<file path="src/sv/xfc_pkg.sv">
// XMODEM frame checker package: header codes, verdict codes, frame state struct
// and the CRC-16/XMODEM byte update. No dependencies.
package xfc_pkg;

  localparam logic [7:0]  HDR_SOH = 8'h01;
  localparam logic [7:0]  HDR_STX = 8'h02;
  localparam logic [7:0]  HDR_EOT = 8'h04;

  localparam int          POS_W   = 11;
  localparam logic [POS_W-1:0] POS_MAX  = 11'd2047;
  localparam logic [POS_W-1:0] HDR_LEN  = 11'd3;
  localparam logic [POS_W-1:0] LEN_SOH  = 11'd128;
  localparam logic [POS_W-1:0] LEN_STX  = 11'd1024;

  localparam logic [15:0] CRC_POLY = 16'h1021;

  typedef enum logic [1:0] {
    VERD_ERROR  = 2'd0,
    VERD_OK     = 2'd1,
    VERD_FAULT  = 2'd2,
    VERD_FINISH = 2'd3
  } verdict_t;

  // Per-frame state as seen by the judge after the last byte is folded in.
  typedef struct packed {
    logic [7:0]       header;
    logic [7:0]       seq;
    logic [7:0]       seq_cpl;
    logic [7:0]       sum;
    logic [15:0]      crc;
    logic [15:0]      rx_check;
    logic [POS_W-1:0] count;
  } frame_t;

  typedef struct packed {
    verdict_t verdict;
    logic     first;
  } judge_t;

  function automatic logic [POS_W-1:0] data_length(input logic [7:0] hdr);
    logic [POS_W-1:0] len;
    case (hdr)
      HDR_SOH: len = LEN_SOH;
      HDR_STX: len = LEN_STX;
      default: len = '0;
    endcase
    return len;
  endfunction

  // Eight shift steps of the MSB-first CRC, poly 0x1021.
  function automatic logic [15:0] crc_byte(input logic [15:0] crc_in,
                                           input logic [7:0]  b);
    logic [15:0] c;
    c = crc_in ^ {b, 8'h00};
    for (int i = 0; i < 8; i++) begin
      if (c[15]) begin
        c = {c[14:0], 1'b0} ^ CRC_POLY;
      end else begin
        c = {c[14:0], 1'b0};
      end
    end
    return c;
  endfunction

endpackage

</file>
<file path="src/sv/xfc_judge.sv">
// XMODEM frame verdict logic: length, sequence and check tests on a finished frame.
// Depends on xfc_pkg.
module xfc_judge (
  input  xfc_pkg::frame_t frame,
  input  logic [7:0]      expected_seq,
  input  logic            transfer_started,
  input  logic            check_mode,
  output xfc_pkg::judge_t result
);

  logic [xfc_pkg::POS_W-1:0] dlen;
  logic [xfc_pkg::POS_W-1:0] want;
  logic [7:0]                seq_sum;
  logic [7:0]                prev_seq;
  logic                      seq_bad;
  logic                      check_ok;

  assign dlen     = xfc_pkg::data_length(frame.header);
  assign want     = xfc_pkg::HDR_LEN + dlen + (check_mode ? 11'd2 : 11'd1);
  assign seq_sum  = frame.seq + frame.seq_cpl;
  assign prev_seq = expected_seq - 8'd1;
  assign seq_bad  = ((expected_seq == 8'd1) && (frame.seq != 8'd1)) ||
                    ((frame.seq != expected_seq) && (frame.seq != prev_seq));
  assign check_ok = check_mode ? (frame.rx_check == frame.crc)
                               : (frame.rx_check[7:0] == frame.sum);

  always_comb begin
    result.verdict = xfc_pkg::VERD_OK;
    result.first   = 1'b0;
    if (frame.header == xfc_pkg::HDR_EOT) begin
      result.verdict = xfc_pkg::VERD_FINISH;
    end else if (dlen == '0) begin
      result.verdict = xfc_pkg::VERD_ERROR;
    end else if (frame.count != want) begin
      result.verdict = xfc_pkg::VERD_ERROR;
    end else if (seq_sum != 8'hFF) begin
      result.verdict = xfc_pkg::VERD_ERROR;
    end else if (seq_bad) begin
      result.verdict = xfc_pkg::VERD_FAULT;
    end else if (!check_ok) begin
      result.verdict = xfc_pkg::VERD_ERROR;
    end else if (frame.seq != expected_seq) begin
      // repeat of the previous block
      result.verdict = xfc_pkg::VERD_ERROR;
    end else begin
      result.first = !transfer_started && (frame.seq == 8'd1);
    end
  end

endmodule

</file>
<file path="src/sv/xmodem_frame_checker_unit.sv">
// XMODEM receive frame checker, top level: input register, frame state,
// result register and APB-style configuration port. Depends on xfc_pkg, xfc_judge.
//
//  channel | handshake               | word
//  --------+-------------------------+---------------------------------------------
//  in      | in_valid / in_ready     | in_data_byte, in_frame_last
//  out     | out_valid / out_ready   | out_payload_valid, out_payload_out,
//          |                         | out_verdict_valid, out_verdict,
//          |                         | out_first_frame, out_frame_seq
//  cfg     | psel, penable, pwrite   | paddr[2:0], pwdata, prdata (check_mode at 0)
//
// One word per cycle sustained while the out channel does not stall; a word passes
// through the input register, then through the CRC/verdict logic into the result
// register. The CRC byte update plus the check compare sets the path.
// Reset (rst_n low, synchronous) clears all frame state, expected sequence = 1,
// check_mode = 1 (CRC). A stalled out channel backs up through the input register
// to in_ready; words that produce no result (header, sequence and check bytes not
// marked last) also wait while a result is held, though they never load the result register.
module xmodem_frame_checker_unit (
  input  logic        clk,
  input  logic        rst_n,
  // input channel
  input  logic        in_valid,
  output logic        in_ready,
  input  logic [7:0]  in_data_byte,
  input  logic        in_frame_last,
  // result channel
  output logic        out_valid,
  input  logic        out_ready,
  output logic        out_payload_valid,
  output logic [7:0]  out_payload_out,
  output logic        out_verdict_valid,
  output logic [1:0]  out_verdict,
  output logic        out_first_frame,
  output logic [7:0]  out_frame_seq,
  // configuration port
  input  logic        psel,
  input  logic        penable,
  input  logic        pwrite,
  input  logic [2:0]  paddr,
  input  logic [31:0] pwdata,
  output logic [31:0] prdata,
  output logic        pready
);

  localparam logic [2:0] ADDR_CHECK_MODE = 3'd0;

  // ---------------- configuration ----------------
  logic check_mode_r;

  assign pready = 1'b1;

  always_ff @(posedge clk) begin
    if (!rst_n) begin
      check_mode_r <= 1'b1;
    end else if (psel && penable && pwrite && pready && paddr == ADDR_CHECK_MODE) begin
      check_mode_r <= pwdata[0];
    end
  end

  always_comb begin
    unique case (paddr)
      ADDR_CHECK_MODE: prdata = {31'd0, check_mode_r};
      default:         prdata = '0;
    endcase
  end

  // ---------------- input register ----------------
  logic       s1_valid_r;
  logic [7:0] s1_data_r;
  logic       s1_last_r;
  logic       fire;        // word in the input register is processed this cycle
  logic       out_valid_r;

  assign fire     = s1_valid_r && (!out_valid_r || out_ready);
  assign in_ready = !s1_valid_r || fire;

  always_ff @(posedge clk) begin
    if (!rst_n) begin
      s1_valid_r <= 1'b0;
    end else if (in_ready) begin
      s1_valid_r <= in_valid;
    end
  end

  always_ff @(posedge clk) begin
    if (in_valid && in_ready) begin
      s1_data_r <= in_data_byte;
      s1_last_r <= in_frame_last;
    end
  end

  // ---------------- frame state ----------------
  logic [xfc_pkg::POS_W-1:0] pos_r;
  logic [7:0]                header_r, seq_r, seq_cpl_r, sum_r;
  logic [15:0]               crc_r, rx_check_r;
  logic [7:0]                expected_seq_r;
  logic                      transfer_started_r;

  logic [xfc_pkg::POS_W-1:0] data_end;
  logic                      in_payload;
  xfc_pkg::frame_t           frame_nxt;
  xfc_pkg::judge_t           judged;
  logic                      has_result;

  // header is already latched once past the sequence bytes
  assign data_end   = xfc_pkg::HDR_LEN + xfc_pkg::data_length(header_r);
  assign in_payload = (pos_r >= xfc_pkg::HDR_LEN) && (pos_r < data_end);

  always_comb begin
    frame_nxt.header   = (pos_r == 11'd0) ? s1_data_r : header_r;
    frame_nxt.seq      = (pos_r == 11'd1) ? s1_data_r : seq_r;
    frame_nxt.seq_cpl  = (pos_r == 11'd2) ? s1_data_r : seq_cpl_r;
    frame_nxt.sum      = in_payload ? (sum_r + s1_data_r) : sum_r;
    frame_nxt.crc      = in_payload ? xfc_pkg::crc_byte(crc_r, s1_data_r) : crc_r;
    frame_nxt.rx_check = (pos_r >= data_end) ? {rx_check_r[7:0], s1_data_r}
                                             : rx_check_r;
    frame_nxt.count    = (pos_r != xfc_pkg::POS_MAX) ? pos_r + 11'd1 : pos_r;
  end

  xfc_judge u_judge (
    .frame            (frame_nxt),
    .expected_seq     (expected_seq_r),
    .transfer_started (transfer_started_r),
    .check_mode       (check_mode_r),
    .result           (judged)
  );

  assign has_result = in_payload || s1_last_r;

  always_ff @(posedge clk) begin
    if (!rst_n) begin
      pos_r              <= '0;
      header_r           <= '0;
      seq_r              <= '0;
      seq_cpl_r          <= '0;
      sum_r              <= '0;
      crc_r              <= '0;
      rx_check_r         <= '0;
      expected_seq_r     <= 8'd1;
      transfer_started_r <= 1'b0;
    end else if (fire) begin
      if (s1_last_r) begin
        // frame done: clear per-frame state, advance the transfer on ok, restart it on fault or finish
        pos_r      <= '0;
        header_r   <= '0;
        seq_r      <= '0;
        seq_cpl_r  <= '0;
        sum_r      <= '0;
        crc_r      <= '0;
        rx_check_r <= '0;
        case (judged.verdict) inside
          xfc_pkg::VERD_OK: begin
            expected_seq_r     <= expected_seq_r + 8'd1;
            transfer_started_r <= 1'b1;
          end
          xfc_pkg::VERD_FAULT, xfc_pkg::VERD_FINISH: begin
            expected_seq_r     <= 8'd1;
            transfer_started_r <= 1'b0;
          end
          default: ;
        endcase
      end else begin
        pos_r      <= frame_nxt.count;
        header_r   <= frame_nxt.header;
        seq_r      <= frame_nxt.seq;
        seq_cpl_r  <= frame_nxt.seq_cpl;
        sum_r      <= frame_nxt.sum;
        crc_r      <= frame_nxt.crc;
        rx_check_r <= frame_nxt.rx_check;
      end
    end
  end

  // ---------------- result register ----------------
  logic       pv_r, vv_r, ff_r;
  logic [7:0] po_r, fs_r;
  logic [1:0] vd_r;
  logic       load_out;

  assign load_out = fire && has_result;

  always_ff @(posedge clk) begin
    if (!rst_n) begin
      out_valid_r <= 1'b0;
    end else if (load_out) begin
      out_valid_r <= 1'b1;
    end else if (out_ready) begin
      out_valid_r <= 1'b0;
    end
  end

  always_ff @(posedge clk) begin
    if (load_out) begin
      pv_r <= in_payload;
      po_r <= in_payload ? s1_data_r : 8'd0;
      vv_r <= s1_last_r;
      vd_r <= s1_last_r ? judged.verdict : xfc_pkg::VERD_ERROR;
      ff_r <= s1_last_r && judged.first;
      fs_r <= s1_last_r ? frame_nxt.seq : 8'd0;
    end
  end

  assign out_valid         = out_valid_r;
  assign out_payload_valid = pv_r;
  assign out_payload_out   = po_r;
  assign out_verdict_valid = vv_r;
  assign out_verdict       = vd_r;
  assign out_first_frame   = ff_r;
  assign out_frame_seq     = fs_r;

  // ---------------- assertions ----------------
  // a result always carries a payload byte or a verdict
  a_result_nonempty: assert property (@(posedge clk) disable iff (!rst_n)
    out_valid |-> (out_payload_valid || out_verdict_valid))
    else $error("result with neither payload nor verdict");

  // first_frame only rides on an ok verdict
  a_first_on_ok: assert property (@(posedge clk) disable iff (!rst_n)
    (out_valid && out_first_frame) |-> (out_verdict == xfc_pkg::VERD_OK))
    else $error("first_frame without ok verdict");

  // a processed last byte returns the byte position to the header
  a_pos_cleared: assert property (@(posedge clk) disable iff (!rst_n)
    (fire && s1_last_r) |=> (pos_r == '0))
    else $error("byte position not cleared after frame end");

  // fault or finish restarts the transfer
  a_transfer_restart: assert property (@(posedge clk) disable iff (!rst_n)
    (fire && s1_last_r && (judged.verdict == xfc_pkg::VERD_FAULT ||
                           judged.verdict == xfc_pkg::VERD_FINISH))
    |=> (expected_seq_r == 8'd1 && !transfer_started_r))
    else $error("transfer not restarted after fault or finish");

  // a stalled result is not overwritten
  a_no_overrun: assert property (@(posedge clk) disable iff (!rst_n)
    (out_valid_r && !out_ready) |-> !fire)
    else $error("result register overrun");

endmodule
</file>
<file path="config.mk">
export PLATFORM = sky130hd
export DESIGN_NAME = xmodem_frame_checker_unit
export DESIGN_NICKNAME = d
export VERILOG_FILES = /design/src/sv/xfc_pkg.sv /design/src/sv/xfc_judge.sv /design/src/sv/xmodem_frame_checker_unit.sv
export SDC_FILE = /design/constraint.sdc
export NUM_CORES = 1
export LEC_CHECK = 0
export ABC_AREA = 1
export BUFFER_PORTS_ARGS = -buffer_cell sky130_fd_sc_hd__buf_4
export CAP_MARGIN = 30
export CORE_UTILIZATION = 59
export CTS_CLUSTER_SIZE = 28
export DETAILED_ROUTE_END_ITERATION = 7
export HOLD_SLACK_MARGIN = 0.08
export PLACE_DENSITY = 0.81
export SETUP_SLACK_MARGIN = 0.2
export SLEW_MARGIN = 20
export SYNTH_ARGS = -nofsm -noshare
export SYNTH_HDL_FRONTEND = slang
export SYNTH_SLANG_ARGS = --single-unit
</file>
<file path="constraint.sdc">
create_clock -name clk -period 4.69 [get_ports clk]
set_input_delay 0.7035 -clock clk [delete_from_list [all_inputs] [get_ports clk]]
set_output_delay 0.7035 -clock clk [all_outputs]
set_load 0.01 [all_outputs]
</file>
==> metrics.md <==
| Metric | Value |
|---|---|
| Period utilization | `87.57%` |
| R2R Setup Slk | `0.58 ns` |
| Most common cell after layout, fill and taps aside | `nand2_1` |
| Synth warnings | `0` |
| Antenna violations before repair | `0` |
| Minimum hold slack | `0.4457 ns` |
| Worst Path Required | `about 5 ns` |
| Ports | `107` |
| Pwr dens | `280.8 nW/um2` |
| Number of enable flip-flop cells after synthesis | `30` |
| First-pass GRT wire length | `34.90 mm` |
| Die span in x | `around 120 um` |
| Vias in the first global route | `7323` |
| Routability cong. | `0.9227` |
| First-pass DRT Iterations | `6` |
| Core area | `13880 um2` |
| Die H | `approximately 120 um` |
| Vias per cell | `5.365` |
| Fin Clk Skew | `around 0.0057 ns` |
| Setup CP Type | `reg2reg` |
| Most frequent cells in the layout | `nand2_1 (566), inv_1 (135), nor2_1 (95)` |
| Reg clk slew, reported paths | `0.06 ns` |
| Total grt overflow | `0` |
| Max VDD drop | `0.2564 mV` |
| Data arrival, critical path | `4.43 ns` |
| Top cells by area, synth | `nand2_1 (25%), dfxtp_1 (21%), edfxtp_1 (11%), inv_1 (6.1%), a21oi_1 (5.6%)` |
| DR vias | `8359` |
| Syn_area_per_cell | `roughly 6.3 um2` |
| Startpoint types | `flip-flop` |
| Residual DRC | `0` |
| Area Overhead vs Synth | `11.07%` |
| Slew margin rel. | `48.97%` |
| Setup total negative slack | `0 ns` |
| Clk Tree Root Cell | `clkbuf_16` |
| Overall routing resource usage | `30.38%` |
| Primary FF master, synth | `dfxtp_1` |
| Setup WS post-layout | `0.5829 ns` |
| Static Leak | `4.301 nW` |
| CTS tree | `yes` |
| Max Root-Sink Buffers | `2` |
| Fill cells | `~1.2k` |
| Mapped Cells | `1342` |
| Largest net degree at the start of global routing | `66` |
| Crit path time final | `4.107 ns` |
| Final layout net count | `1441` |
| Multi-input logic area | `4862 um2` |
| Outcome | `complete, no violations` |
| I/O Buffers | `43` |
| Area of the die | `14710 um2` |
| Synth top area share | `between 20% and 30%` |
| DRT iter0 DRCs | `between 800 and 900` |
| Latest clock arrival within the worst-skew pair | `around 0.43 ns` |
| Share of cells above drive strength 1 | `9.507%` |
| Routed wire length | `21.57 mm` |
| Synthesized area | `about 8400 um2` |
| RSZ-0062 raised after global routing | `no` |
| Finished Core Util | `between 60 and 70%` |
| Clock buffer count from CTS | `17` |
| Pre-CTS setup slack | `between 0.6 and 0.7 ns` |
| FMAX | `243.5 MHz` |
| Sink Count | `117` |
| Worst path slowest cell | `fa_1` |
| Final Total Pwr | `2.619 mW` |
| Crit end category | `flip-flop` |
| Register area share after synthesis | `31.47%` |
| Critical path, cell by cell | `inv_1 > ha_1 > inv_1 > nor2_1 > nand2_2 > nand2_1 > o21ai_4 > ha_1 > inv_1 > fa_1 > nand3b_1 > nor2_1 > nand4_1 > nor2_1 > nand4_1 > nor2_1 > nand3_1 > nor2_1 > nand3_2 > nand3_1 > nand3_2 > nand2_1 > a21oi_2` |
| Final Max Slew Viols | `0` |
| Yosys top cell by area | `nand2_1` |
| H-Tree Depth | `4` |
| Hold_buf cts | `0` |
| Critical Path Max Stage Delay | `around 0.43 ns` |
| Worst-margin pin slew | `0.7654 ns` |
| # diodes | `0` |
| Routed len/inst | `around 14 um` |
| Post-DP HPWL | `~15 mm` |
| Max FO, Critical Path | `15` |
| Register area | `2643 um2` |
| Routed Antenna Nets | `0` |
| Yosys cell types | `44` |
| Worst hold path class | `in2reg` |
| Max_cap viols | `0` |
| Cell repeated most along the worst path | `nor2_1` |
| Asr flop ratio synth | `0%` |
| Initial Utilization | `60.50%` |
| Hold Fails Final Rpt | `0` |
| Synthesis-stage register bit count | `117` |
| # setup viols final | `0` |
| Rows | `43` |
## worst max-delay path, delay by kind of cell, from the launching register on
kind | cells | cell delay [ns]
DFF | 1 | 0.42
and+or+nand+nor | 15 | 2.27
buffers and inverters | 3 | 0.23
adders and majority gates | 3 | 0.84
AOI/OAI and AO/OA | 2 | 0.19
## per-stage QoR
stage / instance area, um2 / std cells
after floorplan: 8511 / 1372
after global placement: 8678 / 1522
after detailed placement: 8678 / 1522
after CTS: 9278 / 1554
after global routing: 9328 / 1558
final: 9328 / 1558
## final timing paths
check,startpoint,endpoint,depth (start not counted)
max,pos_r[1],expected_seq_r[7],23
min,in_data_byte[7],s1_data_r[7],1
max reg2reg,pos_r[1],expected_seq_r[7],23
min reg2reg,rx_check_r[5],rx_check_r[5],2
## kinds of logic (layout without fill, tap and decap cells)
group | count (synthesis) | after routing | share of synthesized area (%)
DFF | 117 | 117 | 31.47
adders and majority gates | 25 | 25 | 3.904
and+or+nand+nor | 774 | 774 | 37.56
buffers and inverters | 227 | 233 | 12.14
AOI/OAI and AO/OA | 162 | 162 | 11.19
xor gates and xnor gates | 35 | 35 | 3.650
other | 2 | 32 | 0.08943
## where the power goes
group | switching (mW) | leakage (nW) | internal (mW)
registers | 0.0166 | 0.988 | 1.05
clock network | 0.495 | 0.283 | 0.845
logic | 0.152 | 3.03 | 0.0620
total | 0.664 | 4.30 | 1.96
## cell usage after synthesis, types with 10 or more instances
cell type and count:
edfxtp_1 30, clkbuf_1 26, o21ai_1 16, buf_4 37, ha_1 23, xor2_1 30, a21oi_1 94, nand3_1 47
nand4_1 25, dfxtp_1 87, nand2_1 567, o21ai_0 26, inv_1 136, buf_2 10, nor2_1 96, nor3_1 11
## flip-flops by register name, summed over array words and instances (netlist names), 2 cells and up
signal,count
crc_r,16
expected_seq_r,8
header_r,8
out_frame_seq,8
out_payload_out,8
out_verdict,2
pos_r,11
rx_check_r,16
s1_data_r,8
seq_cpl_r,8
seq_r,8
sum_r,8
## final cells by class
type | instances | share of cell area [%]
flip-flops and latches | 117 | 28.33
clock inverters | 13 | 1.677
well taps | 180 | 2.414
multi-input cells | 1028 | 52.13
repair buffers | 56 | 4.816
clock buffers | 19 | 4.748
inverters | 145 | 5.889
## repair_timing
| action | in CTS | in global routing |
|---|---|---|
| endpoints found under the setup margin | 0 | 9 |
| gates resized for setup | 0 | 2 |
| endpoints found under the hold margin | 0 | 0 |
| setup buffers | 0 | 3 |
## per-layer routing
metal	wire length [um]	vias to the layer above	part of all wire [%]	global-route usage, %
met5	0	-	0	0
met4	507	0	2.4	11.88
met3	1948	45	9.0	6.391
met2	9838	382	46	48.19
met1	9273	3724	43	40.20
li1	-	4208	-	-
No activity file was read; power rests on OpenSTA's default activity.
